$ cat config.mk
export PLATFORM = sky130hd
export DESIGN_NAME = json_string_escaper
export DESIGN_NICKNAME = d
export VERILOG_FILES = /design/src/rtl/jse_pkg.sv /design/src/rtl/json_string_escaper.sv /design/src/rtl/jse_front.sv /design/src/rtl/jse_cmd_fifo.sv /design/src/rtl/jse_back.sv
export SDC_FILE = /design/constraint.sdc
export NUM_CORES = 1
export LEC_CHECK = 0
export ABC_AREA = 0
export BUFFER_PORTS_ARGS = -buffer_cell sky130_fd_sc_hd__buf_2
export CAP_MARGIN = 10
export CORE_MARGIN = 2
export CORE_UTILIZATION = 40
export CTS_BUF_LIST = sky130_fd_sc_hd__clkbuf_8
export CTS_CLUSTER_DIAMETER = 150
export DETAILED_ROUTE_END_ITERATION = 8
export SYNTH_ARGS = -nofsm -noshare
export SYNTH_HDL_FRONTEND = slang
export SYNTH_SLANG_ARGS = --single-unit
$ cat constraint.sdc
create_clock -name i_clk -period 6.5 [get_ports i_clk]
set_input_delay 0.65 -clock i_clk [delete_from_list [all_inputs] [get_ports i_clk]]
set_output_delay 0.65 -clock i_clk [all_outputs]
set_load 0.05 [all_outputs]
$ cat src/rtl/jse_pkg.sv
// shared types, constants and helper functions for the json string escaper
package jse_pkg;

    localparam int JSE_FIFO_DEPTH = 4;

    localparam logic [7:0] CH_QUOTE  = 8'h22;
    localparam logic [7:0] CH_BSLASH = 8'h5C;
    localparam logic [7:0] CH_U      = 8'h75;

    typedef struct packed {
        logic [7:0] data_byte;
        logic       first_of_string;
        logic       last_of_string;
    } t_in_req;

    typedef struct packed {
        logic [7:0] out_char;
        logic       last_of_item;
        logic       end_of_string;
    } t_out_req;

    typedef enum logic [2:0] {
        MK_NONE,
        MK_RAW,
        MK_ESC2,
        MK_U1,
        MK_U2
    } t_main_kind;

    typedef enum logic [2:0] {
        ST_IDLE,
        ST_OPEN,
        ST_PRE,
        ST_MAIN,
        ST_POST,
        ST_CLOSE
    } t_bk_state;

    typedef struct packed {
        logic            q_open;
        logic [1:0]      pre_n;
        logic [2:0][7:0] pre_b;
        t_main_kind      kind;
        logic [7:0]      m_char;
        logic [15:0]     u_hi;
        logic [15:0]     u_lo;
        logic [1:0]      post_n;
        logic [2:0][7:0] post_b;
        logic            q_close;
    } t_cmd;

    typedef struct packed {
        logic has_open;
        logic has_pre;
        logic has_main;
        logic has_post;
        logic has_close;
    } t_ph_flags;

    function automatic logic [2:0] seq_len(input logic [7:0] b);
        logic [2:0] n;
        n = 3'd0;
        if (b[7:5] == 3'b110) begin
            n = 3'd2;
        end else if (b[7:4] == 4'b1110) begin
            n = 3'd3;
        end else if (b[7:3] == 5'b11110) begin
            n = 3'd4;
        end
        return n;
    endfunction

    function automatic logic [7:0] esc_letter(input logic [7:0] c);
        logic [7:0] e;
        unique case (c)
            8'h22:   e = 8'h22;
            8'h5C:   e = 8'h5C;
            8'h08:   e = 8'h62;
            8'h0C:   e = 8'h66;
            8'h0A:   e = 8'h6E;
            8'h0D:   e = 8'h72;
            8'h09:   e = 8'h74;
            default: e = 8'h00;
        endcase
        return e;
    endfunction

    function automatic logic [7:0] hex_char(input logic [3:0] d);
        logic [7:0] h;
        if (d < 4'd10) begin
            h = 8'h30 + {4'b0, d};
        end else begin
            h = 8'h57 + {4'b0, d};
        end
        return h;
    endfunction

    function automatic logic [3:0] main_len(input t_main_kind k);
        logic [3:0] n;
        unique case (k)
            MK_RAW:  n = 4'd1;
            MK_ESC2: n = 4'd2;
            MK_U1:   n = 4'd6;
            MK_U2:   n = 4'd12;
            default: n = 4'd0;
        endcase
        return n;
    endfunction

    function automatic t_ph_flags cmd_flags(input t_cmd c);
        t_ph_flags f;
        f.has_open  = c.q_open;
        f.has_pre   = (c.pre_n != 2'd0);
        f.has_main  = (c.kind != MK_NONE);
        f.has_post  = (c.post_n != 2'd0);
        f.has_close = c.q_close;
        return f;
    endfunction

    // next phase with characters to send, idle when none is left
    function automatic t_bk_state next_phase(input t_bk_state st, input t_ph_flags f);
        t_bk_state n;
        logic      o_ok, p_ok, m_ok, q_ok;
        o_ok = (st == ST_IDLE);
        p_ok = o_ok || (st == ST_OPEN);
        m_ok = p_ok || (st == ST_PRE);
        q_ok = m_ok || (st == ST_MAIN);
        if (o_ok && f.has_open) begin
            n = ST_OPEN;
        end else if (p_ok && f.has_pre) begin
            n = ST_PRE;
        end else if (m_ok && f.has_main) begin
            n = ST_MAIN;
        end else if (q_ok && f.has_post) begin
            n = ST_POST;
        end else if (st != ST_CLOSE && f.has_close) begin
            n = ST_CLOSE;
        end else begin
            n = ST_IDLE;
        end
        return n;
    endfunction

endpackage

$ cat src/rtl/json_string_escaper.sv
// top level of the json string escaper
//
// Input channel: one string byte per request with first/last markers, valid
// and stall. Output channel: one character of the JSON literal per request,
// valid and stall, driven from a register. Config channel: one write of the
// utf-8 escape enable bit, valid and ready, always ready; write only when idle.
// A byte is taken every cycle while the command queue has room; the queue
// holds FIFO_DEPTH decoded bytes. The sequencer sends one character per cycle
// while the receiver takes them, so a byte that expands into n characters holds
// it until all are sent. On an idle block a byte passes the queue, command
// register and output register. A byte that only opens a utf-8 sequence sends
// nothing. When the receiver stalls the output register holds its character,
// the sequencer waits and the queue fills, then the input stalls.
// Synchronous active-low reset empties the queue and output, clears the
// pending utf-8 bytes and turns utf-8 escaping off.
module json_string_escaper
    import jse_pkg::*;
#(
    parameter int FIFO_DEPTH = JSE_FIFO_DEPTH
) (
    input  logic     i_clk,
    input  logic     i_rst_n,
    input  logic     i_in_valid,
    output logic     o_in_stall,
    input  t_in_req  i_in_data,
    output logic     o_out_valid,
    input  logic     i_out_stall,
    output t_out_req o_out_data,
    input  logic     i_cfg_valid,
    output logic     o_cfg_ready,
    input  logic     i_cfg_data
);

    logic fifo_full;
    logic push;
    t_cmd push_cmd;
    logic pop;
    logic fifo_valid;
    t_cmd head;

    jse_front u_front (
        .i_clk       (i_clk),
        .i_rst_n     (i_rst_n),
        .i_in_valid  (i_in_valid),
        .o_in_stall  (o_in_stall),
        .i_in_data   (i_in_data),
        .i_cfg_valid (i_cfg_valid),
        .o_cfg_ready (o_cfg_ready),
        .i_cfg_data  (i_cfg_data),
        .i_fifo_full (fifo_full),
        .o_push      (push),
        .o_push_cmd  (push_cmd)
    );

    jse_cmd_fifo #(
        .DEPTH (FIFO_DEPTH)
    ) u_fifo (
        .i_clk      (i_clk),
        .i_rst_n    (i_rst_n),
        .i_push     (push),
        .i_push_cmd (push_cmd),
        .o_full     (fifo_full),
        .i_pop      (pop),
        .o_valid    (fifo_valid),
        .o_head     (head)
    );

    jse_back u_back (
        .i_clk        (i_clk),
        .i_rst_n      (i_rst_n),
        .i_fifo_valid (fifo_valid),
        .i_head       (head),
        .o_pop        (pop),
        .o_out_valid  (o_out_valid),
        .i_out_stall  (i_out_stall),
        .o_out_data   (o_out_data)
    );

endmodule

$ cat src/rtl/jse_front.sv
// front end: takes input bytes, tracks pending utf-8 bytes, builds commands
module jse_front
    import jse_pkg::*;
(
    input  logic    i_clk,
    input  logic    i_rst_n,
    input  logic    i_in_valid,
    output logic    o_in_stall,
    input  t_in_req i_in_data,
    input  logic    i_cfg_valid,
    output logic    o_cfg_ready,
    input  logic    i_cfg_data,
    input  logic    i_fifo_full,
    output logic    o_push,
    output t_cmd    o_push_cmd
);

    logic            r_esc;
    logic [1:0]      r_cnt, n_cnt;
    logic [2:0][7:0] r_pb, n_pb;

    logic        accept;
    logic [7:0]  c;
    logic [1:0]  pc0;
    logic        cont;
    logic        hold;
    logic [2:0]  need;
    logic        complete;
    logic [20:0] cp;
    logic [20:0] rest;
    logic [7:0]  letter;
    t_cmd        cmd;
    logic        nonempty;

    assign o_cfg_ready = 1'b1;
    assign o_in_stall  = i_fifo_full;
    assign accept      = i_in_valid && !i_fifo_full;

    always_comb begin
        c        = i_in_data.data_byte;
        pc0      = i_in_data.first_of_string ? 2'd0 : r_cnt;
        cont     = (c[7:6] == 2'b10);
        hold     = (pc0 != 2'd0) && r_esc && cont;
        need     = seq_len(r_pb[0]);
        complete = ({1'b0, pc0} + 3'd1) >= need;
        letter   = esc_letter(c);

        unique case (need)
            3'd2:    cp = {10'b0, r_pb[0][4:0], c[5:0]};
            3'd3:    cp = {5'b0, r_pb[0][3:0], r_pb[1][5:0], c[5:0]};
            default: cp = {r_pb[0][2:0], r_pb[1][5:0], r_pb[2][5:0], c[5:0]};
        endcase
        rest = cp - 21'h10000;

        cmd        = '0;
        cmd.kind   = MK_NONE;
        cmd.q_open = i_in_data.first_of_string;
        cmd.pre_b  = r_pb;
        cmd.pre_n  = ((pc0 != 2'd0) && !hold) ? pc0 : 2'd0;
        n_cnt      = 2'd0;
        n_pb       = r_pb;

        if (hold) begin
            if (complete) begin
                if (cp[20:16] != 5'd0) begin
                    cmd.kind = MK_U2;
                    cmd.u_hi = 16'hD800 + {5'b0, rest[20:10]};
                    cmd.u_lo = 16'hDC00 + {6'b0, rest[9:0]};
                end else begin
                    cmd.kind = MK_U1;
                    cmd.u_hi = cp[15:0];
                end
            end else begin
                n_pb[pc0] = c;
                n_cnt     = pc0 + 2'd1;
            end
        end else if (!c[7]) begin
            if (letter != 8'h00) begin
                cmd.kind   = MK_ESC2;
                cmd.m_char = letter;
            end else if (c < 8'h20) begin
                cmd.kind = MK_U1;
                cmd.u_hi = {8'h00, c};
            end else begin
                cmd.kind   = MK_RAW;
                cmd.m_char = c;
            end
        end else if (r_esc && (seq_len(c) >= 3'd2)) begin
            n_pb[0] = c;
            n_cnt   = 2'd1;
        end else begin
            cmd.kind   = MK_RAW;
            cmd.m_char = c;
        end

        cmd.post_b = n_pb;
        if (i_in_data.last_of_string) begin
            cmd.post_n  = n_cnt;
            cmd.q_close = 1'b1;
            n_cnt       = 2'd0;
        end

        nonempty = cmd.q_open || (cmd.pre_n != 2'd0) || (cmd.kind != MK_NONE)
                || (cmd.post_n != 2'd0) || cmd.q_close;
    end

    assign o_push     = accept && nonempty;
    assign o_push_cmd = cmd;

    always_ff @(posedge i_clk) begin
        if (!i_rst_n) begin
            r_esc <= 1'b0;
            r_cnt <= 2'd0;
        end else begin
            if (i_cfg_valid) begin
                r_esc <= i_cfg_data;
            end
            if (accept) begin
                r_cnt <= n_cnt;
            end
        end
    end

    always_ff @(posedge i_clk) begin
        if (accept) begin
            r_pb <= n_pb;
        end
    end

endmodule

$ cat src/rtl/jse_cmd_fifo.sv
// command queue between the front end and the character sequencer
module jse_cmd_fifo
    import jse_pkg::*;
#(
    parameter int DEPTH = JSE_FIFO_DEPTH
) (
    input  logic i_clk,
    input  logic i_rst_n,
    input  logic i_push,
    input  t_cmd i_push_cmd,
    output logic o_full,
    input  logic i_pop,
    output logic o_valid,
    output t_cmd o_head
);

    localparam int PW = (DEPTH > 1) ? $clog2(DEPTH) : 1;
    localparam int CW = $clog2(DEPTH + 1);

    t_cmd          r_mem [DEPTH];
    logic [PW-1:0] r_wr, r_rd;
    logic [CW-1:0] r_count;

    assign o_full  = (r_count == CW'(DEPTH));
    assign o_valid = (r_count != '0);
    assign o_head  = r_mem[r_rd];

    always_ff @(posedge i_clk) begin
        if (!i_rst_n) begin
            r_wr    <= '0;
            r_rd    <= '0;
            r_count <= '0;
        end else begin
            if (i_push) begin
                r_wr <= (r_wr == PW'(DEPTH - 1)) ? '0 : r_wr + PW'(1);
            end
            if (i_pop) begin
                r_rd <= (r_rd == PW'(DEPTH - 1)) ? '0 : r_rd + PW'(1);
            end
            if (i_push && !i_pop) begin
                r_count <= r_count + CW'(1);
            end else if (i_pop && !i_push) begin
                r_count <= r_count - CW'(1);
            end
        end
    end

    always_ff @(posedge i_clk) begin
        if (i_push) begin
            r_mem[r_wr] <= i_push_cmd;
        end
    end

endmodule

$ cat src/rtl/jse_back.sv
// back end: walks one command and sends its characters through an output register
module jse_back
    import jse_pkg::*;
(
    input  logic     i_clk,
    input  logic     i_rst_n,
    input  logic     i_fifo_valid,
    input  t_cmd     i_head,
    output logic     o_pop,
    output logic     o_out_valid,
    input  logic     i_out_stall,
    output t_out_req o_out_data
);

    t_cmd      r_cmd;
    t_bk_state r_state, n_state;
    logic [3:0] r_idx, n_idx;
    logic       r_out_valid;
    t_out_req   r_out_data;

    logic       out_take;
    logic       active;
    logic       step;
    logic [3:0] len;
    logic       at_end;
    t_bk_state  after;
    logic       fin_item;
    logic       load;
    logic [7:0] ch;
    logic       eos;
    logic       hi_half;
    logic [2:0] sub;
    logic [15:0] uval;

    always_comb begin
        unique case (r_state)
            ST_OPEN:  len = 4'd1;
            ST_PRE:   len = {2'b0, r_cmd.pre_n};
            ST_MAIN:  len = main_len(r_cmd.kind);
            ST_POST:  len = {2'b0, r_cmd.post_n};
            ST_CLOSE: len = 4'd1;
            default:  len = 4'd0;
        endcase
    end

    assign out_take = !r_out_valid || !i_out_stall;
    assign active   = (r_state != ST_IDLE);
    assign step     = active && out_take;
    assign at_end   = (r_idx == (len - 4'd1));
    assign after    = next_phase(r_state, cmd_flags(r_cmd));
    assign fin_item = at_end && (after == ST_IDLE);
    assign load     = i_fifo_valid && (!active || (step && fin_item));
    assign o_pop    = load;

    // next state
    always_comb begin
        n_state = r_state;
        n_idx   = r_idx;
        if (step) begin
            if (at_end) begin
                n_state = after;
                n_idx   = 4'd0;
            end else begin
                n_idx = r_idx + 4'd1;
            end
        end
        if (load) begin
            n_state = next_phase(ST_IDLE, cmd_flags(i_head));
            n_idx   = 4'd0;
        end
    end

    // character for the current position
    always_comb begin
        hi_half = (r_idx >= 4'd6);
        sub     = hi_half ? 3'(r_idx - 4'd6) : r_idx[2:0];
        uval    = hi_half ? r_cmd.u_lo : r_cmd.u_hi;
        ch      = 8'h00;
        eos     = 1'b0;
        unique case (r_state)
            ST_OPEN:  ch = CH_QUOTE;
            ST_PRE:   ch = r_cmd.pre_b[r_idx[1:0]];
            ST_POST:  ch = r_cmd.post_b[r_idx[1:0]];
            ST_CLOSE: begin
                ch  = CH_QUOTE;
                eos = 1'b1;
            end
            ST_MAIN: begin
                unique case (r_cmd.kind)
                    MK_RAW:  ch = r_cmd.m_char;
                    MK_ESC2: ch = (r_idx == 4'd0) ? CH_BSLASH : r_cmd.m_char;
                    MK_U1, MK_U2: begin
                        unique case (sub)
                            3'd0:    ch = CH_BSLASH;
                            3'd1:    ch = CH_U;
                            3'd2:    ch = hex_char(uval[15:12]);
                            3'd3:    ch = hex_char(uval[11:8]);
                            3'd4:    ch = hex_char(uval[7:4]);
                            default: ch = hex_char(uval[3:0]);
                        endcase
                    end
                    default: ch = 8'h00;
                endcase
            end
            default: ch = 8'h00;
        endcase
    end

    always_ff @(posedge i_clk) begin
        if (!i_rst_n) begin
            r_state     <= ST_IDLE;
            r_idx       <= 4'd0;
            r_out_valid <= 1'b0;
        end else begin
            r_state <= n_state;
            r_idx   <= n_idx;
            if (out_take) begin
                r_out_valid <= step;
            end
        end
    end

    always_ff @(posedge i_clk) begin
        if (load) begin
            r_cmd <= i_head;
        end
        if (out_take) begin
            r_out_data.out_char      <= ch;
            r_out_data.last_of_item  <= fin_item;
            r_out_data.end_of_string <= eos;
        end
    end

    assign o_out_valid = r_out_valid;
    assign o_out_data  = r_out_data;

endmodule

==> results of run 1 <==
==> cell type report <==
type,count,area share (%)
multi-input cells,618,24.4
inverters,23,0.379
clock inverters,63,1.11
repair buffers,45,1.15
well taps,688,3.67
clock buffers,84,4.93
flip-flops and latches,509,64.3
==> state kept, by name, summed over array words and instances (netlist names), 2 cells and up, named ones only <==
signal              flops
u_front.o_push_cmd     24
u_fifo.r_mem          364
u_fifo.r_wr             2
u_back.r_state          3
u_back.o_out_data      10
u_back.r_idx            4
u_fifo.r_rd             2
u_front.r_cnt           2
u_fifo.r_count          3
u_back.r_cmd           91
==> stage by stage <==
step	worst slack, ns	std cells	utilization [%]	hold slack [ns]
6_report	2.39	2030	44.7	0.240
5_1_grt	2.08	2030	44.7	0.240
4_1_cts	2.39	2030	44.7	0.196
3_5_place_dp	2.32	1883	42.0	0.489
3_3_place_gp	2.38	1883	42.0	0.473
2_1_floorplan	1.88	1210	-	0.455
==> worst max-delay path, cell delays in order (launching register included) <==
cell and delay [ns]:
edfxtp_1 0.58, a21oi_1 0.48, inv_2 0.21, ha_1 0.33
a21o_1 0.12, a21oi_1 0.12, o21ai_0 0.50, and3_4 0.91
buf_4 0.42
==> metal layers <==
metal	up-vias	routed length (um)	track usage, %
met5	-	0	0
met2	337	22300	27.8
met1	5788	20800	23.9
li1	5075	-	-
met3	76	2520	3.79
met4	0	1180	5.78
==> power groups by stage <==
stage          clock network, mW  registers, mW  logic, mW
6_report                    2.41           4.82       2.14
5_1_grt                     2.61           4.89       2.34
4_1_cts                     2.48           4.83       2.17
3_5_place_dp                   0           4.89       2.16
3_3_place_gp                   0           4.87       2.14
2_1_floorplan                  0           4.75       1.61
==> path summary, 6_finish.rpt <==
path              depth (start not counted)  slack, ns                              from                       endpoint
setup / recovery                          8       2.39  u_front.o_push_cmd[74]$_DFFE_PP_  u_fifo.r_mem[3][90]$_DFFE_PP_
hold / removal                            3       0.24                        i_cfg_data     u_front.r_esc$_SDFFE_PN0P_
hold reg to reg                           2       0.50     u_front.r_cnt[1]$_SDFFE_PN0P_  u_front.r_cnt[1]$_SDFFE_PN0P_
setup reg to reg                          8       2.39  u_front.o_push_cmd[74]$_DFFE_PP_  u_fifo.r_mem[3][90]$_DFFE_PP_
==> logic make-up after synthesis <==
kind of cell / Yosys count
mux: 138
buf+inv: 83
other cells: 1
compound gates: 206
fa+ha+maj: 24
xor+xnor: 11
flops: 509
simple gates: 238
==> synth_stat cells, types with 7 or more instances <==
library cell  count  area (um^2)
a211oi_1         11         82.6
a21o_1            7         52.6
a21oi_1          32          160
a22oi_1          12         90.1
and2_1           16          100
buf_2            16         80.1
clkbuf_1         34          128
dfxtp_1          20          400
edfxtp_1        489        14700
ha_1             23          288
inv_1            21         78.8
mux2_2           15          169
mux2i_1          32          320
mux4_2           91         2050
nand2_1          43          161
nand2b_1         13         81.3
nand3_1           8         40.0
nor2_1           50          188
nor2b_1          15         93.8
nor3_1           30          150
o211ai_1          7         52.6
o21a_1            7         52.6
o21ai_0          40          200
o22a_1            8         70.1
o22ai_1          10         62.6
o2bb2ai_1         9         78.8
o31ai_1           7         52.6
or3_1            11         68.8
==> impl_metrics.toml, run 1 <==
[clock_tree]
tritoncts_num_sinks = 509
clockRootBuffer = "clkbuf_8"
cts.repair.resized = 0
cts_tree = "yes"
htree_num_levels = 3
clock_path_buffers = 3
clk_transition_reported_paths_ns = 0.06
cts_hold_buf = 0
post_cts_setup_driven_buffer_insertion_count = 0
later_pin_clock_latency_in_the_skew_report_ns = 0.65
tritoncts.num_buffers = 82

[die]
floorplan.die_area_um2 = 54700
ioPinCount = 29
core_area_um2 = 52400
placementRows = 84
initial_util_pct = 40.3
floorplan.die.width_um = 234
die_y_um = 234

[placed_design]
hpwl_um = 29400
dpl-instance-area_um2 = 22000
gp_routability_congestion = 0.856
port_buf_inserts = 27

[worst_setup_path]
path_class = "flip-flop to flip-flop"
end_kind = "flip-flop"
cp.required_ns = 6.82
worst-path-max-fanout = 62
critPathLaunchType = "flip-flop"
critPathArrivalTime_ns = 4.43

[synth]
postSynthNetCount = 1250
synth_top_family_by_area = "multiplexers"
yosys_register_bits = 509
portion_of_netlist_area_occupied_by_mux_cells_pct = 12.0
yosys_warnings = 0
synth_simple_gate_area_share_pct = 6.06
yosysSeqAreaShare_pct = 71.3
yosys.cell_types.count = 84
syn_area_um2 = 21200
synth_compound_gate_area_share_pct = 7.00
synth-adder-area-share_pct = 1.45
postSynth.topFlopCell = "edfxtp_1"
synth_cells = 1210
share_of_the_synthesized_netlist_area_taken_by_xor_and_xnor_gates_pct = 0.455
ys_async_sr_fraction_pct = 0
count_of_flip_flops_with_a_built_in_enable_after_synthesis = 489
syn_area_per_cell_um2 = 17.5

[timing]
max_slew_margin_pct = 32.8
final.setup.tns_ns = 0
period_share_pct = 63.2
finalHoldViolCount = 0
timing.final.max_slew_violations = 0
finalSetupViolCount = 0
max_slew.worst_pin.slew_ns = 1.01
achievable-frequency_mhz = 243
skew_ns = 0.0332
rsz0062_at_grt = "false"
final_period_minus_worst_setup_slack_ns = 4.11

[layout]
fillerInstances = 4537
final_common_cell = "edfxtp_1"
diodes = 0
area_delta_synth_final_pct = 10.9
nets = 1319
leading_cell_types_in_the_layout_fill_and_taps_excluded = "489 x edfxtp_1, 91 x mux4_2, 84 x clkbuf_8, 50 x nor2_1, 47 x inv_1"
area_of_the_multi_input_gates_um2 = 5730
seq_area_um2 = 15100
final_layout_size_suffix_gt1_share_pct = 19.8
design_area_um2 = 23500

[run]
max-cap-violations = 0

[global_route]
wire_length_of_the_first_global_routing_pass_um = 70500
antenna_violations_before_repair = 1
grt_remaining_overflow = 0
gr-usage-all-layers_pct = 17.4
first_global_vias = 11300
grt_max_degree = 63

[power]
power_switching_share_pct = 30.6
comb_power_share_pct = 22.8
total_power_draw_mw = 9.37
p_leak_nw = 7.76
worst_ir_drop_vdd_uv = 195
pwr-share-seq_pct = 51.5
power.switching_mw = 2.86
power.clock.fraction_pct = 25.7
cellPowerDensity_nw_per_um2 = 399
intPower_mw = 6.50

[worst_hold_path]
hold_path.class = "input pin to flip-flop"

[route]
drt_iter0_markers = 928
vias = 11300
drt-total-wl_um = 46700
route.detailed.wl_per_inst_um = 23.0
drc = 0
detail-route-antenna-nets = 0
drtPass1Iterations = 5
post_drt_via_cell_ratio = 5.55

[run_status]
outcome = "finished clean"
Power figures use the tool's default switching activity.
==> inputs of run 2 (changes only) <==
--- a/config.mk
+++ b/config.mk
@@ -5,7 +5,7 @@
 export SDC_FILE = /design/constraint.sdc
 export NUM_CORES = 1
 export LEC_CHECK = 0
-export ABC_AREA = 0
+export ABC_AREA = 1
 export BUFFER_PORTS_ARGS = -buffer_cell sky130_fd_sc_hd__buf_2
 export CAP_MARGIN = 10
 export CORE_MARGIN = 2
==> constraint.sdc (replaced) <==
create_clock -name i_clk -period 4.01 [get_ports i_clk]
set_input_delay 0.401 -clock i_clk [delete_from_list [all_inputs] [get_ports i_clk]]
set_output_delay 0.401 -clock i_clk [all_outputs]
set_load 0.05 [all_outputs]
==> run 2 against run 1 <==
Worst hold slack lost 0.19 ns. Wire length grew 13%. Sequential share of layout area shrank 1.7 points. Cell area grew 2.6%. Clock power grew 68%. First-iteration DRC count grew 32%. Total power grew 74%. Critical endpoint is now u_fifo.r_count[1]$_SDFFE_PN0P_. Clock skew grew 0.0047 ns. Critical path depth grew 11.
==> impl_metrics.toml, run 2 <==
[worst_setup_path]
cell_by_cell_trace_of_the_critical_path = "nand2_1 > inv_1 > nand2_2 > nand2_4 > inv_2 > ha_1 > nand2_1 > nor2_1 > a211oi_1 > nand2_1 > a21oi_1 > nand4_4 > nand2_1 > inv_1 > ha_1 > inv_1 > fa_1 > o21ai_0 > nor2_1"
critical_path_buffer_and_inverter_count = 4
critPathArrivalTime_ns = 4.06
ff2ff_setup_slack_ns = 0.49
timing.critical_path.max_delay_family = "simple AND/OR/NAND/NOR gates"
critPathLaunchType = "flip-flop"
end_kind = "flip-flop"
cp.required_ns = 4.54
critPathMaxStageDelay_ns = 0.44
path_class = "flip-flop to flip-flop"
slowest_stage = "edfxtp_1"
worst-path-max-fanout = 11
timing.critical_path.mode_cell = "nand2_1"

[clock_tree]
later_pin_clock_latency_in_the_skew_report_ns = 0.67
tritoncts_num_sinks = 509
clock_path_buffers = 3
htree_num_levels = 3
cts_tree = "yes"
tritoncts.num_buffers = 83
post_cts_setup_driven_buffer_insertion_count = 0
clk_transition_reported_paths_ns = 0.07
clockRootBuffer = "clkbuf_8"

[synth]
synth_cells = 1837
yosys.cell_types.count = 51
synth_most_common_cell = "edfxtp_1"
yosys_register_bits = 509
postSynth.topFlopCell = "edfxtp_1"
yosysSeqAreaShare_pct = 70.0
synth_top_cell_by_area = "edfxtp_1"
syn_area_um2 = 21600
postSynthNetCount = 1877
ys_async_sr_fraction_pct = 0
synth.cells.most_frequent = "489 x edfxtp_1, 244 x nor2_1, 243 x nand2_1, 216 x o21ai_0, 129 x inv_1"
count_of_flip_flops_with_a_built_in_enable_after_synthesis = 489
syn_area_per_cell_um2 = 11.7
yosys_warnings = 0
synth_top_cell_area_share_pct = 68.1
ys_top_cells_by_area = "edfxtp_1 68%, o21ai_0 5.0%, nor2_1 4.2%"

[route]
route.detailed.wl_per_inst_um = 19.9
drc = 0
drtPass1Iterations = 5
drt-total-wl_um = 52900
vias = 14200
post_drt_via_cell_ratio = 5.33
drt_iter0_markers = 1226
detail-route-antenna-nets = 0

[layout]
leading_cell_types_in_the_layout_fill_and_taps_excluded = "489 x edfxtp_1, 243 x nand2_1, 240 x nor2_1, 216 x o21ai_0, 155 x inv_1"
fillerInstances = 4874
seq_area_um2 = 15100
area_delta_synth_final_pct = 11.7
nets = 1940
largest-register = "u_fifo.r_mem"
area_of_the_multi_input_gates_um2 = 5560
flip_flop_count_of_the_largest_register_after_layout = 364
final_layout_size_suffix_gt1_share_pct = 12.8
final_common_cell = "edfxtp_1"
design_area_um2 = 24100

[global_route]
gr-usage-all-layers_pct = 18.9
grt_remaining_overflow = 0
antenna_violations_before_repair = 1
wire_length_of_the_first_global_routing_pass_um = 80000
first_global_vias = 13600
grt_max_degree = 104

[timing]
skew_ns = 0.0379
max_slew.worst_pin.slew_ns = 1.07
finalSetupViolCount = 0
timing.final.max_slew_violations = 0
final.setup.tns_ns = 0
finalHoldViolCount = 0
achievable-frequency_mhz = 284
final_period_minus_worst_setup_slack_ns = 3.52
period_share_pct = 87.9
rsz0062_at_grt = "false"
max_slew_margin_pct = 28.6

[power]
total_power_draw_mw = 16.3
cellPowerDensity_nw_per_um2 = 679
p_leak_nw = 8.56
worst_ir_drop_vdd_uv = 553

[die]
die_y_um = 236
initial_util_pct = 40.3
floorplan.die.width_um = 236
placementRows = 85
floorplan.die_area_um2 = 55800
ioPinCount = 29
core_area_um2 = 53500

[placed_design]
gp_routability_congestion = 0.849
dpl-instance-area_um2 = 22600
port_buf_inserts = 27
hpwl_um = 32800

[run_status]
outcome = "finished clean"

[worst_hold_path]
hold_path.class = "input pin to flip-flop"

[run]
max-cap-violations = 0
## run 2: changes by cell type after synthesis, moves of 30 or more
cell      change
clkbuf_1     +30
inv_1       +108
mux2i_1      -32
mux4_2       -91
nand2_1     +200
nand3_1      +69
nor2_1      +194
o21ai_0     +176
o22ai_1      +91
## run 2: logic make-up after synthesis
group | synth area share [%]
other | 0.0174
adders and majority gates | 1.43
xor gates and xnor gates | 0.122
AOI/OAI and AO/OA | 11.1
and+or+nand+nor | 13.0
buffers and inverters | 4.36
DFF | 70.0
## run 2: path summary, 6_finish.rpt
check | start | endpoint | cells past startpoint
max | u_front.o_push_cmd[76]$_DFFE_PP_ | u_fifo.r_count[1]$_SDFFE_PN0P_ | 19
min | i_in_data[1] | u_fifo.r_mem[0][96]$_DFFE_PP_ | 1
max reg2reg | u_front.o_push_cmd[76]$_DFFE_PP_ | u_fifo.r_count[1]$_SDFFE_PN0P_ | 19
min reg2reg | u_front.r_cnt[1]$_SDFFE_PN0P_ | u_front.r_cnt[1]$_SDFFE_PN0P_ | 2
## run 2: power by group
group          leakage (nW)  internal [mW]  switching [mW]
clock network         0.853           2.02            2.03
logic                  3.32           1.29            3.51
registers              4.39           7.07           0.407
total                  8.56           10.4            5.95
## run 2: timing repair
action                                 4_1_cts  5_1_grt
endpoints found under the hold margin        1        0
hold buffers                                 2        0
gates resized for setup                      0        0
## run 2: metal layers
layer	vias up	global-route usage, %	wire [um]
met5	-	0	0
met4	0	6.85	1500
met3	100	3.94	3450
met2	444	31.2	25100
met1	6926	24.8	22800
li1	6690	-	-
## run 2: worst reg2reg max path: cells and delay by family (launching register included)
| kind | cells | cell delay [ns] |
|---|---|---|
| adder cells (fa/ha/maj) | 3 | 0.90 |
| AO/OA/AOI/OAI | 3 | 0.63 |
| AND/OR/NAND/NOR | 9 | 1.01 |
| buffers and inverters | 4 | 0.44 |
| flip-flops | 1 | 0.44 |
## run 2: area by class of cell
type                    count  share of cell area, %
multi-input cells        1096                   23.1
flip-flops and latches    509                   62.7
well taps                 696                   3.62
clock buffers              84                   4.80
diodes                      1                 0.0104
inverters                 150                   2.39
repair buffers             60                   2.13
clock inverters            61                   1.28
## run 2: metrics by stage
stage / cells / hold slack [ns] / util [%] / setup WS [ns]
floorplan: 1837 / 0.445 / - / -0.839
global placement: 2509 / 0.461 / 42.2 / 0.352
detailed placement: 2509 / 0.467 / 42.2 / 0.354
CTS: 2656 / 0.00946 / 45.0 / 0.522
global route: 2657 / 0.0300 / 45.0 / 0.217
finish: 2657 / 0.0490 / 45.0 / 0.486
==> inputs of run 3 (changes only) <==
--- a/config.mk
+++ b/config.mk
@@ -8,11 +8,12 @@
 export ABC_AREA = 1
 export BUFFER_PORTS_ARGS = -buffer_cell sky130_fd_sc_hd__buf_2
 export CAP_MARGIN = 10
-export CORE_MARGIN = 2
+export CORE_MARGIN = 10
 export CORE_UTILIZATION = 40
 export CTS_BUF_LIST = sky130_fd_sc_hd__clkbuf_8
 export CTS_CLUSTER_DIAMETER = 150
 export DETAILED_ROUTE_END_ITERATION = 8
 export SYNTH_ARGS = -nofsm -noshare
 export SYNTH_HDL_FRONTEND = slang
+export SYNTH_HIERARCHICAL = 1
 export SYNTH_SLANG_ARGS = --single-unit
==> run 3 against run 2 <==
Die area increased by 19%. Via count rose by 3.7%. Maximum frequency rose by 1.2%. Clock skew decreased by 0.0035 ns. Synthesized cell count is 2.1% higher. Synthesized area rose by 4.9%. Final cell count up 4.5%. Utilization rose by 0.094 points. Sequential share of layout area up 0.46 points. Largest cell class unchanged. Highest routed layer unchanged.
==> impl_metrics.toml, run 3 <==
[run_status]
outcome = "finished clean"

[die]
floorplan.die.width_um = 258
initial_util_pct = 40.2
ioPinCount = 29
floorplan.die_area_um2 = 66400
core_area_um2 = 56200
placementRows = 87
die_y_um = 258

[synth]
count_of_flip_flops_with_a_built_in_enable_after_synthesis = 519
synth_simple_gate_area_share_pct = 12.3
synth_top_family_by_area = "simple AND/OR/NAND/NOR gates"
postSynth.topFlopCell = "edfxtp_1"
postSynthNetCount = 1912
synth_compound_gate_area_share_pct = 11.0
yosys.cell_types.count = 56
syn_area_per_cell_um2 = 12.1
yosysSeqAreaShare_pct = 70.7
syn_area_um2 = 22600
portion_of_netlist_area_occupied_by_mux_cells_pct = 0.0885
synth_top_cell_area_share_pct = 68.9
synth_most_common_cell = "edfxtp_1"
ys_top_cells_by_area = "edfxtp_1 69%, nor2_1 4.6%, o21ai_0 4.2%"
synth-adder-area-share_pct = 1.20
synth_top_cell_by_area = "edfxtp_1"
yosys_register_bits = 539
yosys_warnings = 6
ys_async_sr_fraction_pct = 0
synth.cells.most_frequent = "519 x edfxtp_1, 275 x nor2_1, 247 x nand2_1, 190 x o21ai_0, 105 x inv_1"
share_of_the_synthesized_netlist_area_taken_by_xor_and_xnor_gates_pct = 0.310
synth_cells = 1875

[layout]
area_delta_synth_final_pct = 12.0
final_common_cell = "edfxtp_1"
largest-register = "u_fifo/r_mem"
flip_flop_count_of_the_largest_register_after_layout = 388
area_of_the_multi_input_gates_um2 = 5670
nets = 1987
final_layout_size_suffix_gt1_share_pct = 13.3
fillerInstances = 5150
final_cell_count_no_fill = 2776
leading_cell_types_in_the_layout_fill_and_taps_excluded = "519 x edfxtp_1, 272 x nor2_1, 245 x nand2_1, 190 x o21ai_0, 131 x inv_1"
seq_area_um2 = 16000
design_area_um2 = 25300

[route]
route.detailed.wl_per_inst_um = 20.9
drc = 0
vias = 14700
post_drt_via_cell_ratio = 5.29
drt_iter0_markers = 1220
drtPass1Iterations = 7
drt-total-wl_um = 58100
detail-route-antenna-nets = 0

[clock_tree]
clock_path_buffers = 3
later_pin_clock_latency_in_the_skew_report_ns = 0.67
cts.repair.resized = 0
clk_transition_reported_paths_ns = 0.06
htree_num_levels = 3
tritoncts.num_buffers = 89
clockRootBuffer = "clkbuf_8"
tritoncts_num_sinks = 539
cts_tree = "yes"

[timing]
max_slew.worst_pin.slew_ns = 0.904
final.setup.tns_ns = 0
finalSetupViolCount = 0
period_share_pct = 86.8
timing.final.max_slew_violations = 0
holdWs_ns = 0.105
max_slew_margin_pct = 39.3
final_period_minus_worst_setup_slack_ns = 3.48
skew_ns = 0.0344
postLayoutSetupSlackWorst_ns = 0.529
finalHoldViolCount = 0
achievable-frequency_mhz = 287
rsz0062_at_grt = "false"

[worst_setup_path]
cell_by_cell_trace_of_the_critical_path = "inv_1 > nand3_1 > inv_1 > ha_1 > nand3_1 > nand3_2 > nand2_2 > clkinv_4 > nand2_4 > nand3_2 > nor2_1 > nor2_1 > buf_4 > nand2_1 > clkinvlp_4 > buf_12"
ff2ff_setup_slack_ns = 0.53
r2r-end = "u_fifo/r_mem[1][31]$_DFFE_PP_"
path_class = "flip-flop to flip-flop"
worst_reg2reg_path_length_in_cells = 16
timing.critical_path.max_delay_family = "buffers and inverters"
critPathMaxStageDelay_ns = 0.48
critPathArrivalTime_ns = 3.86
worst-path-max-fanout = 31
worst_setup_path_startpoint = "u_front/o_push_cmd[74]$_DFFE_PP_"
critPathLaunchType = "flip-flop"
rr_startpoint = "u_front/o_push_cmd[74]$_DFFE_PP_"
slowest_stage = "edfxtp_1"
end_kind = "flip-flop"
critical_path_buffer_and_inverter_count = 6
cp.required_ns = 4.39

[worst_hold_path]
worstHoldStart = "i_in_data[1]"
whs_endpoint = "u_fifo/r_mem[1][96]$_DFFE_PP_"
timing.hold.worst_path_depth = 1
hold_path.class = "input pin to flip-flop"

[power]
worst_ir_drop_vdd_uv = 293
cellPowerDensity_nw_per_um2 = 672
p_leak_nw = 9.08

[placed_design]
placement.setup.worst_slack_ns = 0.430
port_buf_inserts = 27
dp.cells = 2613
dpl-instance-area_um2 = 23700
hpwl_um = 36200
gp_routability_congestion = 0.912

[global_route]
grt_remaining_overflow = 0
grt_max_degree = 109
antenna_violations_before_repair = 2
wire_length_of_the_first_global_routing_pass_um = 88100
gr-usage-all-layers_pct = 17.3
first_global_vias = 14600

[run]
max-cap-violations = 0
[run 3: cell types whose count changed after synthesis, moves of 10 or more]
cell,delta
nor2_2,-10
buf_6,+11
o21ai_1,+61
nor2_1,+31
clkbuf_1,-29
nand3_1,-19
buf_2,+16
inv_1,-24
edfxtp_1,+30
o21ai_0,-26
[run 3: power by group]
| part | switching (mW) | internal [mW] |
|---|---|---|
| Combinational | 3.26 | 1.21 |
| Sequential | 0.481 | 7.72 |
| Clock | 2.13 | 2.24 |
[run 3: logic make-up (layout without fill, tap and decap cells)]
kind of cell    Yosys count  count (layout)
fa+ha+maj                21              21
simple gates            649             649
xor+xnor                  8               8
buf+inv                 210             354
other cells               2               3
flops                   539             539
mux                       2               2
compound gates          444             444
[run 3: worst max path at each step]
stage                                          end  slack [ns]  cells after the start
detailed placement    u_fifo/r_mem[1][5]$_DFFE_PP_        0.43                     17
finish               u_fifo/r_mem[1][31]$_DFFE_PP_        0.53                     16
global route        u_fifo/r_count[1]$_SDFFE_PN0P_        0.26                     21
floorplan           u_fifo/r_count[2]$_SDFFE_PN0P_       -0.26                     26
CTS                 u_fifo/r_count[1]$_SDFFE_PN0P_        0.57                     21
global placement      u_fifo/r_mem[1][5]$_DFFE_PP_        0.50                     17
[run 3: cell type report]
type                            count  share of cell area, %
Antenna cell                        1                0.00988
Clock buffer                       91                   4.94
Clock inverter                     69                   1.39
Inverter                          119                   1.89
Multi-Input combinational cell   1126                   22.4
Sequential cell                   539                   63.1
Tap cell                          756                   3.73
Timing Repair Buffer               75                   2.52
[run 3: per-stage QoR]
step                      total power [mW]  util, %
after floorplan                       11.1        -
after global routing                  18.0     45.1
after global placement                12.7     42.2
final                                 17.0     45.1
after CTS                             17.2     45.1
after detailed placement              12.8     42.2
[run 3: what timing repair did]
| item | 4_1_cts | 5_1_grt |
|---|---|---|
| endpoints found under the setup margin | 0 | 0 |
| setup buffers | 0 | 0 |
| hold endpoints to repair | 1 | 0 |
| hold buffers | 2 | 0 |
[run 3: layer usage]
metal,track usage (%),routed length [um],vias up,part of all wire [%]
li1,-,-,6890,-
met1,23.2,25200,7186,43
met2,28.1,27500,520,47
met3,2.62,4020,94,6.9
met4,6.47,1370,0,2.4
met5,0,0,-,0
